## config.mk

```make
export PLATFORM = sky130hd
export DESIGN_NAME = crb_front
export DESIGN_NICKNAME = d
export VERILOG_FILES = /design/src/rtl/core/crb_pkg.sv /design/src/rtl/core/crb_front.sv
export SDC_FILE = /design/constraint.sdc
export NUM_CORES = 1
export LEC_CHECK = 0
export ABC_AREA = 1
export BUFFER_PORTS_ARGS = -buffer_cell sky130_fd_sc_hd__buf_2
export CORE_MARGIN = 1
export CORE_UTILIZATION = 35
export DETAILED_ROUTE_END_ITERATION = 8
export MAX_ROUTING_LAYER = met4
export PLACE_DENSITY = 0.62
export SETUP_SLACK_MARGIN = 0.02
export SLEW_MARGIN = 20
export SYNTH_ARGS = -nofsm -noshare
export SYNTH_HDL_FRONTEND = slang
export SYNTH_SLANG_ARGS = --single-unit
export TNS_END_PERCENT = 5
```

## constraint.sdc

```tcl
create_clock -name clk_i -period 27.7 [get_ports clk_i]
set_input_delay 2.77 -clock clk_i [delete_from_list [all_inputs] [get_ports clk_i]]
set_output_delay 2.77 -clock clk_i [all_outputs]
set_load 0.05 [all_outputs]
```

## src/rtl/core/crb_pkg.sv

```systemverilog
// ----------------------------------------------------------------------------
// crb_pkg
// Shared types, codes and helpers of the convolution row accumulate block.
// ----------------------------------------------------------------------------
package crb_pkg;

  localparam int unsigned LANES_DEF = 16;
  localparam int unsigned POS_DEF   = 6;
  localparam int unsigned FIELDS    = 6;

  typedef logic [31:0] word_t;

  typedef enum logic [1:0] {
    ACT_START  = 2'd0,
    ACT_ACCUM  = 2'd1,
    ACT_FINISH = 2'd2,
    ACT_NONE   = 2'd3
  } action_e;

  localparam logic [1:0] ACTV_NONE  = 2'd0;
  localparam logic [1:0] ACTV_RELU  = 2'd1;
  localparam logic [1:0] ACTV_RELU6 = 2'd2;

  localparam logic [1:0] REG_WIDTH = 2'd0;
  localparam logic [1:0] REG_SUM   = 2'd1;
  localparam logic [1:0] REG_ACTV  = 2'd2;

  localparam logic [2:0] WIDTH_RST = 3'd6;

  localparam word_t QNAN32 = 32'h7FC0_0000;
  localparam word_t SIX32  = 32'h40C0_0000;
  localparam word_t ONE32  = 32'h3F80_0000;
  localparam word_t INF32  = 32'h7F80_0000;

  typedef struct packed {
    logic [2:0] width;
    logic       sum_en;
    logic [1:0] actv;
  } cfg_t;

  typedef struct packed {
    action_e                action;
    logic [3:0]             lane;
    word_t                  weight;
    word_t [FIELDS-1:0]     values;
  } cmd_t;

  function automatic word_t activate(word_t v, logic [1:0] actv);
    word_t r;
    r = v;
    if (actv != ACTV_NONE) begin
      if (r[30:0] > INF32[30:0] || r[31]) begin
        r = '0;
      end
      if (actv[1] && r > SIX32) begin
        r = SIX32;
      end
    end
    return r;
  endfunction

endpackage

```

## src/rtl/core/crb_front.sv

```systemverilog
// ----------------------------------------------------------------------------
// crb_front
// Input side: drops items that address no lane or carry no action, and
// queues the rest in a two-word buffer for the back end.
// ----------------------------------------------------------------------------
module crb_front #(
  parameter int unsigned LANES = crb_pkg::LANES_DEF
) (
  input  logic          clk_i,
  input  logic          rst_ni,
  input  logic          push,
  output logic          full,
  input  crb_pkg::cmd_t cmd_i,
  output logic          cmd_valid_o,
  output crb_pkg::cmd_t cmd_o,
  input  logic          cmd_take_i
);

  crb_pkg::cmd_t buf_q [2];
  logic          wr_q, wr_d;
  logic          rd_q, rd_d;
  logic [1:0]    cnt_q, cnt_d;
  logic          keep;

  assign full        = (cnt_q == 2'd2);
  assign cmd_valid_o = (cnt_q != 2'd0);
  assign cmd_o       = buf_q[rd_q];

  assign keep = push && !full && (cmd_i.action != crb_pkg::ACT_NONE) &&
                (32'(cmd_i.lane) < LANES);

  always_comb begin
    wr_d  = wr_q;
    rd_d  = rd_q;
    cnt_d = cnt_q;
    if (keep) begin
      wr_d = ~wr_q;
    end
    if (cmd_take_i && cmd_valid_o) begin
      rd_d = ~rd_q;
    end
    if (keep && !(cmd_take_i && cmd_valid_o)) begin
      cnt_d = cnt_q + 2'd1;
    end else if (!keep && cmd_take_i && cmd_valid_o) begin
      cnt_d = cnt_q - 2'd1;
    end
  end

  always_ff @(posedge clk_i or negedge rst_ni) begin
    if (!rst_ni) begin
      wr_q  <= 1'b0;
      rd_q  <= 1'b0;
      cnt_q <= 2'd0;
    end else begin
      wr_q  <= wr_d;
      rd_q  <= rd_d;
      cnt_q <= cnt_d;
    end
  end

  always_ff @(posedge clk_i) begin
    if (keep) begin
      buf_q[wr_q] <= cmd_i;
    end
  end

endmodule

```

==> key figures, run 1 <==
Run status
  • Status: finished clean

Clock tree
  • Setup bufs post-CTS: 0
  • PostCTS Resize Cnt: 0
  • Reg clk slew, reported paths: 60 ps
  • Worst skew pair latency: 570 ps
  • CTS tree: yes
  • Hold_buf cts: 0
  • Clock Tree Buf Depth: 3
  • Root buffer cell: clkbuf_16
  • Num CTS Buffers: 49
  • CTS sink cnt: 464
  • Number of H-tree levels: 2

Synth
  • Synth Register Bits: 464
  • Synth warn: 0
  • Largest family of logic cells by synthesized area: simple AND/OR/NAND/NOR gates
  • Seq/Total Area, Yosys: 0.818
  • Syn Inst Count: 1,232
  • Simple-gate share of the synthesized area: 0.156
  • Syn Nets: 1,466
  • Post-synthesis mux area share: 0
  • Yosys cell types: 14
  • Synth Area in XOR/XNOR: 0.000515
  • Synth Area in Compound Gates: 0.00103
  • Mapped Area: 17,000 um^2
  • Adder-cell share of the synthesized area: 0
  • Syn_area_per_cell: 13.8 um^2

Power and ir drop
  • Clock Power Share: 0.242
  • P_int: 1.54 mW
  • Switching Share: 0.451
  • Comb pwr share: 0.419
  • VDD IR max: 0.0000818 V
  • LEAKAGE: 9.15 nW
  • Power per standard cell area: 130 nW/um^2
  • Sequential Power Share: 0.339
  • Reported net switching power: 1.26 mW

Finish
  • Finished Layout Cells: 2,372
  • Synth-to-layout area growth: 26.8%
  • Layout cells sized above 1: 0.313
  • Nets: 1,938

GRT
  • Gr usage total: 0.162
  • Largest net degree at the start of global routing: 185
  • Vias in the first global route: 10,500
  • Grt total ovfl: 0
  • First-pass GRT wire length: 59.8 mm
  • Initial antenna violation count: 13

Min path
  • HP Class: reg -> reg

Setup path
  • FF-to-FF End: buf_q[1][172]
  • Crit path to: cmd_o[118]
  • Critical path class: reg -> out
  • Worst setup SP type: flop
  • CP Launch Point: rd_q
  • FF-to-FF setup slack: 24,580 ps
  • Worst EP required: 24,930 ps
  • R2R depth: 6
  • Arr. time, crit path: 3500 ps
  • Critical path peak fanout: 143
  • Reg-to-Reg Start: cnt_q[0]
  • CP Capture Type: output pin

Routing
  • DRT Pass-1 Iters: 5
  • Initial drt markers: 781
  • Final ANT Viol Nets: 0
  • Routed WL per cell: 16.8 um
  • Via count: 10,700
  • DRC viols: 0
  • Via/cell ratio: 4.49
  • Routed WL: 39.9 mm

Flow run
  • Max Cap Violations: 0

Die
  • Die width: 222 um
  • Starting density of the core: 0.356
  • Die ar.: 49,500 um^2
  • Die Ht: 222 um
  • Floorplan core area: 47,800 um^2
  • Ports: 466
  • Placement row count: 80

STA
  • Max-slew headroom: 0.129
  • Post-layout min period: 6270 ps
  • F_max: 0.159 GHz
  • Final Cycle Share: 0.226
  • RSZ-0062 raised after global routing: no
  • Final setup fails: 0
  • Worst Tran Pin Value: 1310 ps
  • Clock Skews: 15.3 ps
  • Setup TNS: 0 ps
  • Final Hold Vio Count: 0
  • Final-report max-slew violation count: 0

Place
  • HPWL after DPL: 24.7 mm
  • Gpl congestion: 0.799
  • Placed cell count: 2,267
  • Port Buffer Count: 465
## cells by family after synthesis
group	Yosys count
AND/OR/NAND/NOR	707
XOR/XNOR	1
buffers and inverters	57
flip-flops	464
AO/OA/AOI/OAI	3
## per-layer routing
layer	part of all wire	track usage	wire (um)	vias up
met5	0	-	0	-
met4	0.020	0.0498	803	0
met3	0.092	0.0583	3650	61
met2	0.48	0.257	19200	373
met1	0.41	0.193	16300	5068
li1	-	-	-	5151
## power groups by stage
stage	combinational (mW)	clock, mW	sequential (mW)
finish	1.17	0.678	0.950
floorplan	0.918	0	0.995
global placement	1.18	0	0.962
detailed placement	1.18	0	0.966
global route	1.24	0.718	0.961
CTS	1.18	0.695	0.952
## flip-flops by register name, indices dropped and copies added (netlist names)
| signal | count |
|---|---|
| cnt_q | 2 |
| rd_q | 1 |
| wr_q | 1 |
| buf_q | 460 |
## worst min-delay path by stage
stage,start,endpoint,slack (ps),cells after the start
3_5_place_dp,cnt_q[1],cnt_q[1],500,2
6_report,cnt_q[1],cnt_q[1],510,2
5_1_grt,cnt_q[1],cnt_q[1],590,2
3_3_place_gp,cnt_q[1],cnt_q[1],470,2
2_1_floorplan,cnt_q[1],cnt_q[1],460,2
4_1_cts,cnt_q[1],cnt_q[1],510,2
## worst max-delay path, cell delays in order, from the launching register on
cell and delay (ps):
dfrtp_4 710, inv_8 690, buf_4 870, nand2_1 100, nand2_1 160, buf_2 290
## per-stage QoR
stage / power [mW] / area, um^2 / util / worst slack (ps) / hold WS, ps
after CTS: 2.83 / 21500 / 0.449 / 21320 / 508
after floorplan: 1.91 / 17000 / - / 14280 / 462
after global routing: 2.92 / 21600 / 0.451 / 21130 / 586
final: 2.80 / 21600 / 0.451 / 21430 / 507
after detailed placement: 2.14 / 19800 / 0.414 / 21960 / 496
after global placement: 2.14 / 19800 / 0.414 / 21980 / 474
## cells in the final DEF, fill, tap and decap left out
cell type	n
nor2_1	2
buf_16	1
buf_12	3
clkinvlp_4	1
clkbuf_16	51
inv_8	1
nand2_1	702
diode_2	13
buf_4	3
clkbuf_1	9
edfxtp_1	460
o211ai_1	1
inv_6	2
clkinv_1	12
buf_2	465
clkinv_4	1
inv_1	5
clkinv_2	3
dfrtp_4	1
dfrtp_1	3
a21oi_1	2
xor2_1	1
nor2_4	2
bufinv_16	7
clkbuf_8	5
nand3_1	1
## area by class of cell
cell class	instances	area [um^2]
tap	615	769
fill	4297	26300
antenna	13	32.5
sequential	464	13900
clock inverter	26	304
inverter	6	30.0
timing repair buffer	472	2440
clock buffer	65	1380
multi-input combinational	711	2700
## cell usage after synthesis
cell type / count / area (um^2)
inv_4: 1 / 6.26
a21oi_1: 2 / 10.0
buf_4: 4 / 30.0
clkbuf_1: 2 / 7.51
buf_2: 24 / 120
nand2_1: 702 / 2640
dfrtp_1: 4 / 100
nand3_1: 1 / 5.00
o211ai_1: 1 / 7.51
xor2_1: 1 / 8.76
nor2_1: 4 / 15.0
edfxtp_1: 460 / 13800
inv_1: 5 / 18.8
buf_6: 21 / 236
(Power assumes the default switching activity.)
==> run 2: changes to the inputs <==
--- a/config.mk
+++ b/config.mk
@@ -5,13 +5,13 @@
 export SDC_FILE = /design/constraint.sdc
 export NUM_CORES = 1
 export LEC_CHECK = 0
-export ABC_AREA = 1
+export ABC_AREA = 0
 export BUFFER_PORTS_ARGS = -buffer_cell sky130_fd_sc_hd__buf_2
 export CORE_MARGIN = 1
 export CORE_UTILIZATION = 35
 export DETAILED_ROUTE_END_ITERATION = 8
 export MAX_ROUTING_LAYER = met4
-export PLACE_DENSITY = 0.62
+export PLACE_DENSITY = 0.64
 export SETUP_SLACK_MARGIN = 0.02
 export SLEW_MARGIN = 20
 export SYNTH_ARGS = -nofsm -noshare
==> constraint.sdc (replaced) <==
create_clock -name clk_i -period 5.3 [get_ports clk_i]
set_input_delay 0.53 -clock clk_i [delete_from_list [all_inputs] [get_ports clk_i]]
set_output_delay 0.53 -clock clk_i [all_outputs]
set_load 0.05 [all_outputs]
==> run 2 against run 1 <==
Compared with the run above:
- critical path depth fell by 2
- worst setup slack got worse by 19000 ps
- routed wire length fell by 12%
==> key figures, run 2 <==
STA
  • Final Cycle Share: 0.596
  • RSZ-0062 raised after global routing: no (unchanged)
  • Final Hold Vio Count: 0 (unchanged)
  • Post-layout min period: 3160 ps
  • Setup ws final: 2140 ps (was 21,430 ps)
  • WHS: 156 ps (was 507 ps)
  • Max-slew headroom: 0.355 (was 0.129)
  • Worst Tran Pin Value: 968 ps (was 1310 ps)
  • Final-report max-slew violation count: 0 (unchanged)
  • Setup TNS: 0 ps (unchanged)
  • F_max: 0.316 GHz
  • Clock Skews: 12.1 ps (was 15.3 ps)
  • Final setup fails: 0 (unchanged)

Synth
  • Top-count cell post-synth: edfxtp_1 (was nand2_1)
  • Leading area contributor after synthesis: edfxtp_1 (unchanged)
  • Seq/Total Area, Yosys: 0.788 (was 0.818)
  • Ys async rst share: 0.00862 (unchanged)
  • Post-synth EDFFs: 460 (unchanged)
  • Syn Nets: 972 (was 1,466)
  • Yosys cell types: 20 (was 14)
  • Most used flip-flop cell after synthesis: edfxtp_1 (unchanged)
  • Area share of the largest cell type after synthesis: 0.783 (was 0.812)
  • Synth Register Bits: 464 (unchanged)
  • Synth warn: 0 (unchanged)
  • Syn Inst Count: 738 (was 1,232)
  • Most frequent cells after synthesis: 460 x edfxtp_1, 190 x mux2_4, 40 x mux2_2 (was 702 x nand2_1, 460 x edfxtp_1, 24 x buf_2)
  • Syn_area_per_cell: 23.9 um^2 (was 13.8 um^2)
  • Mapped Area: 17,600 um^2 (was 17,000 um^2)
  • Ranking of synthesized cells by area: edfxtp_1 78%, mux2_4 16%, mux2_2 2.6%, buf_8 0.85%, buf_6 0.70% (was edfxtp_1 81%, nand2_1 15%, buf_6 1.4%, buf_2 0.71%, dfrtp_1 0.59%)

Die
  • Starting density of the core: 0.358 (was 0.356)
  • Ports: 466 (unchanged)
  • Placement row count: 81 (was 80)
  • Die Ht: 227 um (was 222 um)
  • Die ar.: 51,300 um^2 (was 49,500 um^2)
  • Die width: 227 um (was 222 um)
  • Floorplan core area: 49,400 um^2 (was 47,800 um^2)

Finish
  • Most frequent cells in the layout: 465 x buf_2, 460 x edfxtp_1, 190 x mux2_4, 49 x clkbuf_16, 40 x mux2_2 (was 702 x nand2_1, 465 x buf_2, 460 x edfxtp_1, 51 x clkbuf_16, 12 x clkinv_1)
  • Nets: 1,471 (was 1,938)
  • Final instance area: 22,100 um^2 (was 21,600 um^2)
  • Finished Layout Cells: 1,943 (was 2,372)
  • Layout cells sized above 1: 0.607 (was 0.313)
  • Commonest non-fill, non-tap cell in the layout: buf_2 (was nand2_1)
  • Synth-to-layout area growth: 25.4% (was 26.8%)
  • Final Util: 0.449 (was 0.451)
  • Number of flip-flops in the largest register: 460 (unchanged)
  • Largest reg by FF count: buf_q (unchanged)
  • Leading registers by flop count: buf_q (460), cnt_q (2) (unchanged)
  • Fill cell count: 4,295 (was 4,297)

GRT
  • Grt total ovfl: 0 (unchanged)
  • First-pass GRT wire length: 50.3 mm (was 59.8 mm)
  • Initial antenna violation count: 4 (was 13)
  • Gr usage total: 0.134 (was 0.162)
  • Largest net degree at the start of global routing: 117 (was 185)
  • Vias in the first global route: 8,917 (was 10,500)

Place
  • HPWL after DPL: 23.6 mm (was 24.7 mm)
  • Port Buffer Count: 465 (unchanged)
  • Cell area after placement: 20,700 um^2 (was 19,800 um^2)
  • Gpl congestion: 0.794 (was 0.799)
  • Placed cell count: 1,850 (was 2,267)
  • Worst Setup Slack post-DPL: 2450 ps (was 21,960 ps)

Clock tree
  • CTS sink cnt: 464 (unchanged)
  • CTS tree: yes (unchanged)
  • Clock Tree Buf Depth: 3 (unchanged)
  • PostCTS Resize Cnt: 0 (unchanged)
  • Number of H-tree levels: 2 (unchanged)
  • Hold_buf cts: 1 (was 0)
  • Setup bufs post-CTS: 0 (unchanged)
  • Worst skew pair latency: 560 ps (was 570 ps)
  • Root buffer cell: clkbuf_16 (unchanged)
  • Num CTS Buffers: 48 (was 49)
  • Reg clk slew, reported paths: 60 ps (about the same)

Routing
  • Via/cell ratio: 4.39 (was 4.49)
  • Final ANT Viol Nets: 0 (unchanged)
  • Routed WL per cell: 18.0 um (was 16.8 um)
  • DRC viols: 0 (unchanged)
  • DRT Pass-1 Iters: 4 (was 5)
  • Initial drt markers: 372 (was 781)
  • Routed WL: 34.9 mm (was 39.9 mm)
  • Via count: 8,532 (was 10,700)

Flow run
  • Max Cap Violations: 0 (unchanged)

Setup path
  • R2R depth: 3 (was 6)
  • Critical path peak fanout: 76 (was 143)
  • Arr. time, crit path: 2630 ps (was 3500 ps)
  • Critical path class: reg -> out (unchanged)
  • FF-to-FF End: buf_q[1][84] (was buf_q[1][172])
  • Reg-to-Reg Start: cnt_q[0] (unchanged)
  • Worst EP required: 4770 ps (was 24,930 ps)
  • FF-to-FF setup slack: 2840 ps (was 24,580 ps)
  • Worst setup SP type: flop (unchanged)
  • CP Capture Type: output pin (unchanged)

Power and ir drop
  • Clock Power Share: 0.231 (was 0.242)
  • VDD IR max: 0.000383 V (was 0.0000818 V)
  • Reported net switching power: 5.31 mW (was 1.26 mW)
  • Comb pwr share: 0.407 (was 0.419)
  • LEAKAGE: 8.69 nW (was 9.15 nW)
  • Switching Share: 0.390 (was 0.451)
  • Power consumption: 13.6 mW (was 2.80 mW)
  • Sequential Power Share: 0.362 (was 0.339)
  • P_int: 8.28 mW (was 1.54 mW)
  • Power per standard cell area: 614 nW/um^2 (was 130 nW/um^2)

Min path
  • HP Start: cmd_i[9] (was cnt_q[1])
  • Worst hold stages: 1 (was 2)
  • HP Class: in -> reg (was reg -> reg)
  • Min-Delay Endpoint: buf_q[0][9] (was cnt_q[1])

Run status
  • Status: finished clean (unchanged)
-- run 2: changes by cell type after synthesis, moves of 3 or more --
cell / change
buf_2: -20
buf_4: -4
buf_6: -10
buf_8: +10
inv_1: -4
mux2_2: +40
mux2_4: +190
nand2_1: -699
nand2b_1: +3
-- run 2: final cells by class --
cell class / count / area (um^2) / share of cell area
Tap cell: 664 / 831 / 0.0375
Timing Repair Buffer: 475 / 2480 / 0.112
Antenna cell: 7 / 17.5 / 0.000791
Clock buffer: 62 / 1270 / 0.0576
Multi-Input combinational cell: 247 / 3430 / 0.155
Clock inverter: 23 / 186 / 0.00842
Sequential cell: 464 / 13900 / 0.629
Inverter: 1 / 3.75 / 0.000170
-- run 2: logic make-up after synthesis --
family / after synthesis / share of synthesized area
buffers and inverters: 27 / 0.0180
multiplexers: 231 / 0.188
AND/OR/NAND/NOR: 11 / 0.00326
flip-flops: 464 / 0.788
XOR/XNOR: 2 / 0.000993
AO/OA/AOI/OAI: 3 / 0.00170
-- run 2: worst max-delay path, stage by stage (launching register included) --
cell,delay (ps)
dfrtp_4,840
buf_12,470
mux2_4,370
buf_2,210
-- run 2: per-layer routing --
layer,share of wire,GRT usage,up-vias
li1,-,-,3967
met1,0.40,0.153,4211
met2,0.49,0.220,307
met3,0.091,0.0508,47
met4,0.020,0.0399,0
met5,0,-,-
-- run 2: how the worst max path moves through the flow --
stage               start       endpoint  slack [ps]  depth (start not counted)
2_1_floorplan        push    buf_q[1][0]       -1420                          2
3_3_place_gp   cmd_i[228]  buf_q[1][195]        2510                          4
3_5_place_dp   cmd_i[228]  buf_q[1][205]        2450                          4
4_1_cts              rd_q     cmd_o[110]        2080                          3
5_1_grt              rd_q     cmd_o[110]        2020                          3
6_report             rd_q     cmd_o[106]        2140                          3
-- run 2: power groups by stage --
stage          clock network, mW  registers [mW]  logic [mW]
6_report                    3.14            4.92        5.53
3_3_place_gp                   0            4.97        5.59
4_1_cts                     3.25            4.93        5.61
3_5_place_dp                   0            5.00        5.59
2_1_floorplan                  0            5.00        4.71
5_1_grt                     3.36            4.97        5.77
==> run 3: changes to the inputs <==
--- a/config.mk
+++ b/config.mk
@@ -11,7 +11,7 @@
 export CORE_UTILIZATION = 35
 export DETAILED_ROUTE_END_ITERATION = 8
 export MAX_ROUTING_LAYER = met4
-export PLACE_DENSITY = 0.64
+export PLACE_DENSITY = 0.62
 export SETUP_SLACK_MARGIN = 0.02
 export SLEW_MARGIN = 20
 export SYNTH_ARGS = -nofsm -noshare
==> constraint.sdc (replaced) <==
create_clock -name clk_i -period 3 [get_ports clk_i]
set_input_delay 0.3 -clock clk_i [delete_from_list [all_inputs] [get_ports clk_i]]
set_output_delay 0.3 -clock clk_i [all_outputs]
set_load 0.05 [all_outputs]
==> run 3 against run 2 <==
Compared with the run above:
- non-clock buffer count is 240 higher
- critical path type unchanged
- clock skew decreased by 1.3 ps
- register-to-register slack got worse by 1900 ps
- sequential power rose by 76%
==> key figures, run 3 (synthesized netlist as in run 2, its figures left out) <==
Finish
  • Most frequent cells in the layout: 465 x buf_2, 460 x edfxtp_1, 231 x dlygate4sd3_1, 190 x mux2_4, 49 x clkbuf_16 (was 465 x buf_2, 460 x edfxtp_1, 190 x mux2_4, 49 x clkbuf_16, 40 x mux2_2)
  • Commonest non-fill, non-tap cell in the layout: buf_2 (unchanged)
  • Number of flip-flops in the largest register: 460 (unchanged)
  • Final Util: 0.498 (was 0.449)
  • Leading registers by flop count: buf_q (460), cnt_q (2) (unchanged)
  • Final instance area: 24,600 um^2 (was 22,100 um^2)
  • Largest reg by FF count: buf_q (unchanged)
  • Layout cells sized above 1: 0.517 (was 0.607)
  • Fill cell count: 4,073 (was 4,295)
  • Synth-to-layout area growth: 39.4% (was 25.4%)
  • Nets: 1,712 (was 1,471)

STA
  • WHS: 53.6 ps (was 156 ps)
  • F_max: 0.383 GHz
  • Setup ws final: 390 ps (was 2140 ps)
  • Worst Tran Pin Value: 931 ps (was 968 ps)
  • Final Hold Vio Count: 0 (unchanged)
  • Final-report max-slew violation count: 0 (unchanged)
  • Final Cycle Share: 0.870
  • Max-slew headroom: 0.380 (was 0.355)
  • Final setup fails: 0 (unchanged)
  • Clock Skews: 10.8 ps (was 12.1 ps)
  • Post-layout min period: 2610 ps
  • RSZ-0062 raised after global routing: no (unchanged)

Routing
  • Routed WL per cell: 17.6 um (was 18.0 um)
  • Initial drt markers: 377 (was 372)
  • Max Used Layer: met4 (unchanged)
  • DRC viols: 0 (unchanged)
  • DRT met1 WL: 15.6 mm (was 13.8 mm)
  • DRT Pass-1 Iters: 4 (unchanged)
  • Via count: 9,488 (was 8,532)
  • Routed wl met2: 19.1 mm (was 17.2 mm)
  • Routed WL: 38.3 mm (was 34.9 mm)
  • Routed wl met3: 2.69 mm (was 3.18 mm)
  • Via/cell ratio: 4.35 (was 4.39)
  • Final ANT Viol Nets: 0 (unchanged)

Clock tree
  • Reg clk slew, reported paths: 60 ps (about the same)
  • Worst skew pair latency: 560 ps (about the same)
  • Number of H-tree levels: 2 (unchanged)
  • Setup bufs post-CTS: 0 (unchanged)
  • Num CTS Buffers: 49 (was 48)
  • CTS tree: yes (unchanged)
  • Root buffer cell: clkbuf_16 (unchanged)
  • Hold_buf cts: 231 (was 1)
  • PostCTS Resize Cnt: 0 (unchanged)
  • Clock Tree Buf Depth: 3 (unchanged)
  • CTS sink cnt: 464 (unchanged)

Place
  • HPWL after DPL: 24.8 mm (was 23.6 mm)
  • Cell area after placement: 20,800 um^2 (was 20,700 um^2)
  • Port Buffer Count: 465 (unchanged)
  • Worst Setup Slack post-DPL: 952 ps (was 2450 ps)
  • Gpl congestion: 0.774 (was 0.794)

Flow run
  • Max Cap Violations: 0 (unchanged)

GRT
  • Grt total ovfl: 0 (unchanged)
  • Gr usage total: 0.148 (was 0.134)
  • First-pass GRT wire length: 56.0 mm (was 50.3 mm)
  • Largest net degree at the start of global routing: 132 (was 117)
  • Initial antenna violation count: 2 (was 4)
  • Vias in the first global route: 10,100 (was 8,917)

Power and ir drop
  • VDD IR max: 0.000641 V (was 0.000383 V)
  • Power per standard cell area: 1000 nW/um^2 (was 614 nW/um^2)
  • LEAKAGE: 9.74 nW (was 8.69 nW)

Run status
  • Status: finished clean (unchanged)

Die
  • Die Ht: 227 um (unchanged)
  • Floorplan core area: 49,400 um^2 (unchanged)
  • Die width: 227 um (unchanged)
  • Starting density of the core: 0.358 (unchanged)
  • Ports: 466 (unchanged)
  • Placement row count: 81 (unchanged)
  • Die ar.: 51,300 um^2 (unchanged)

Setup path
  • Reg-to-Reg Start: cnt_q[0] (unchanged)
  • FF-to-FF End: buf_q[0][78] (was buf_q[1][84])
  • CP Capture Type: output pin (unchanged)
  • Crit path to: cmd_o[17] (was cmd_o[106])
  • Critical path class: reg -> out (unchanged)
  • CP Launch Point: rd_q (unchanged)
  • Worst EP required: 2700 ps (was 4770 ps)
  • R2R depth: 4 (was 3)
  • Critical path peak fanout: 29 (was 76)
  • Arr. time, crit path: 2310 ps (was 2630 ps)
  • FF-to-FF setup slack: 970 ps (was 2840 ps)
  • Worst setup SP type: flop (unchanged)

Min path
  • Worst hold stages: 3 (was 1)
  • HP Start: cmd_take_i (was cmd_i[9])
  • HP Class: in -> reg (unchanged)
run 3: critical path: stages, from the launching register on:
cell	delay (ps)
dfrtp_4	620
buf_4	490
mux2_2	400
buf_2	210
run 3: power breakdown:
group / internal [mW] / switching (mW)
Sequential: 8.35 / 0.298
Combinational: 3.35 / 6.94
Clock: 3.41 / 2.34
Total: 15.1 / 9.57
run 3: how the worst min path moves through the flow:
stage	end	slack, ps
finish	rd_q	50
global route	rd_q	50
CTS	cnt_q[0]	7
detailed placement	cnt_q[1]	110
global placement	cnt_q[1]	110
floorplan	cnt_q[0]	4
run 3: cell type report:
type / count / area (um^2) / area share
sequential: 464 / 13900 / 0.566
timing repair buffer: 715 / 4890 / 0.199
multi-input combinational: 247 / 3440 / 0.140
clock buffer: 61 / 1270 / 0.0517
tap: 664 / 831 / 0.0338
clock inverter: 24 / 238 / 0.00966
antenna: 3 / 7.51 / 0.000305
inverter: 1 / 3.75 / 0.000153
run 3: metrics by stage:
step | std cells | setup TNS (ps) | power, mW
after floorplan | 738 | -523890 | 17.1
after global placement | 1860 | 0 | 18.8
after detailed placement | 1860 | 0 | 18.9
after CTS | 2176 | 0 | 25.0
after global routing | 2178 | 0 | 25.6
final | 2179 | 0 | 24.7
run 3: per-layer routing:
layer | GRT usage | up-vias
met3 | 0.0416 | 56
met2 | 0.248 | 318
li1 | - | 4431
met4 | 0.0486 | 0
met1 | 0.171 | 4683
met5 | - | -
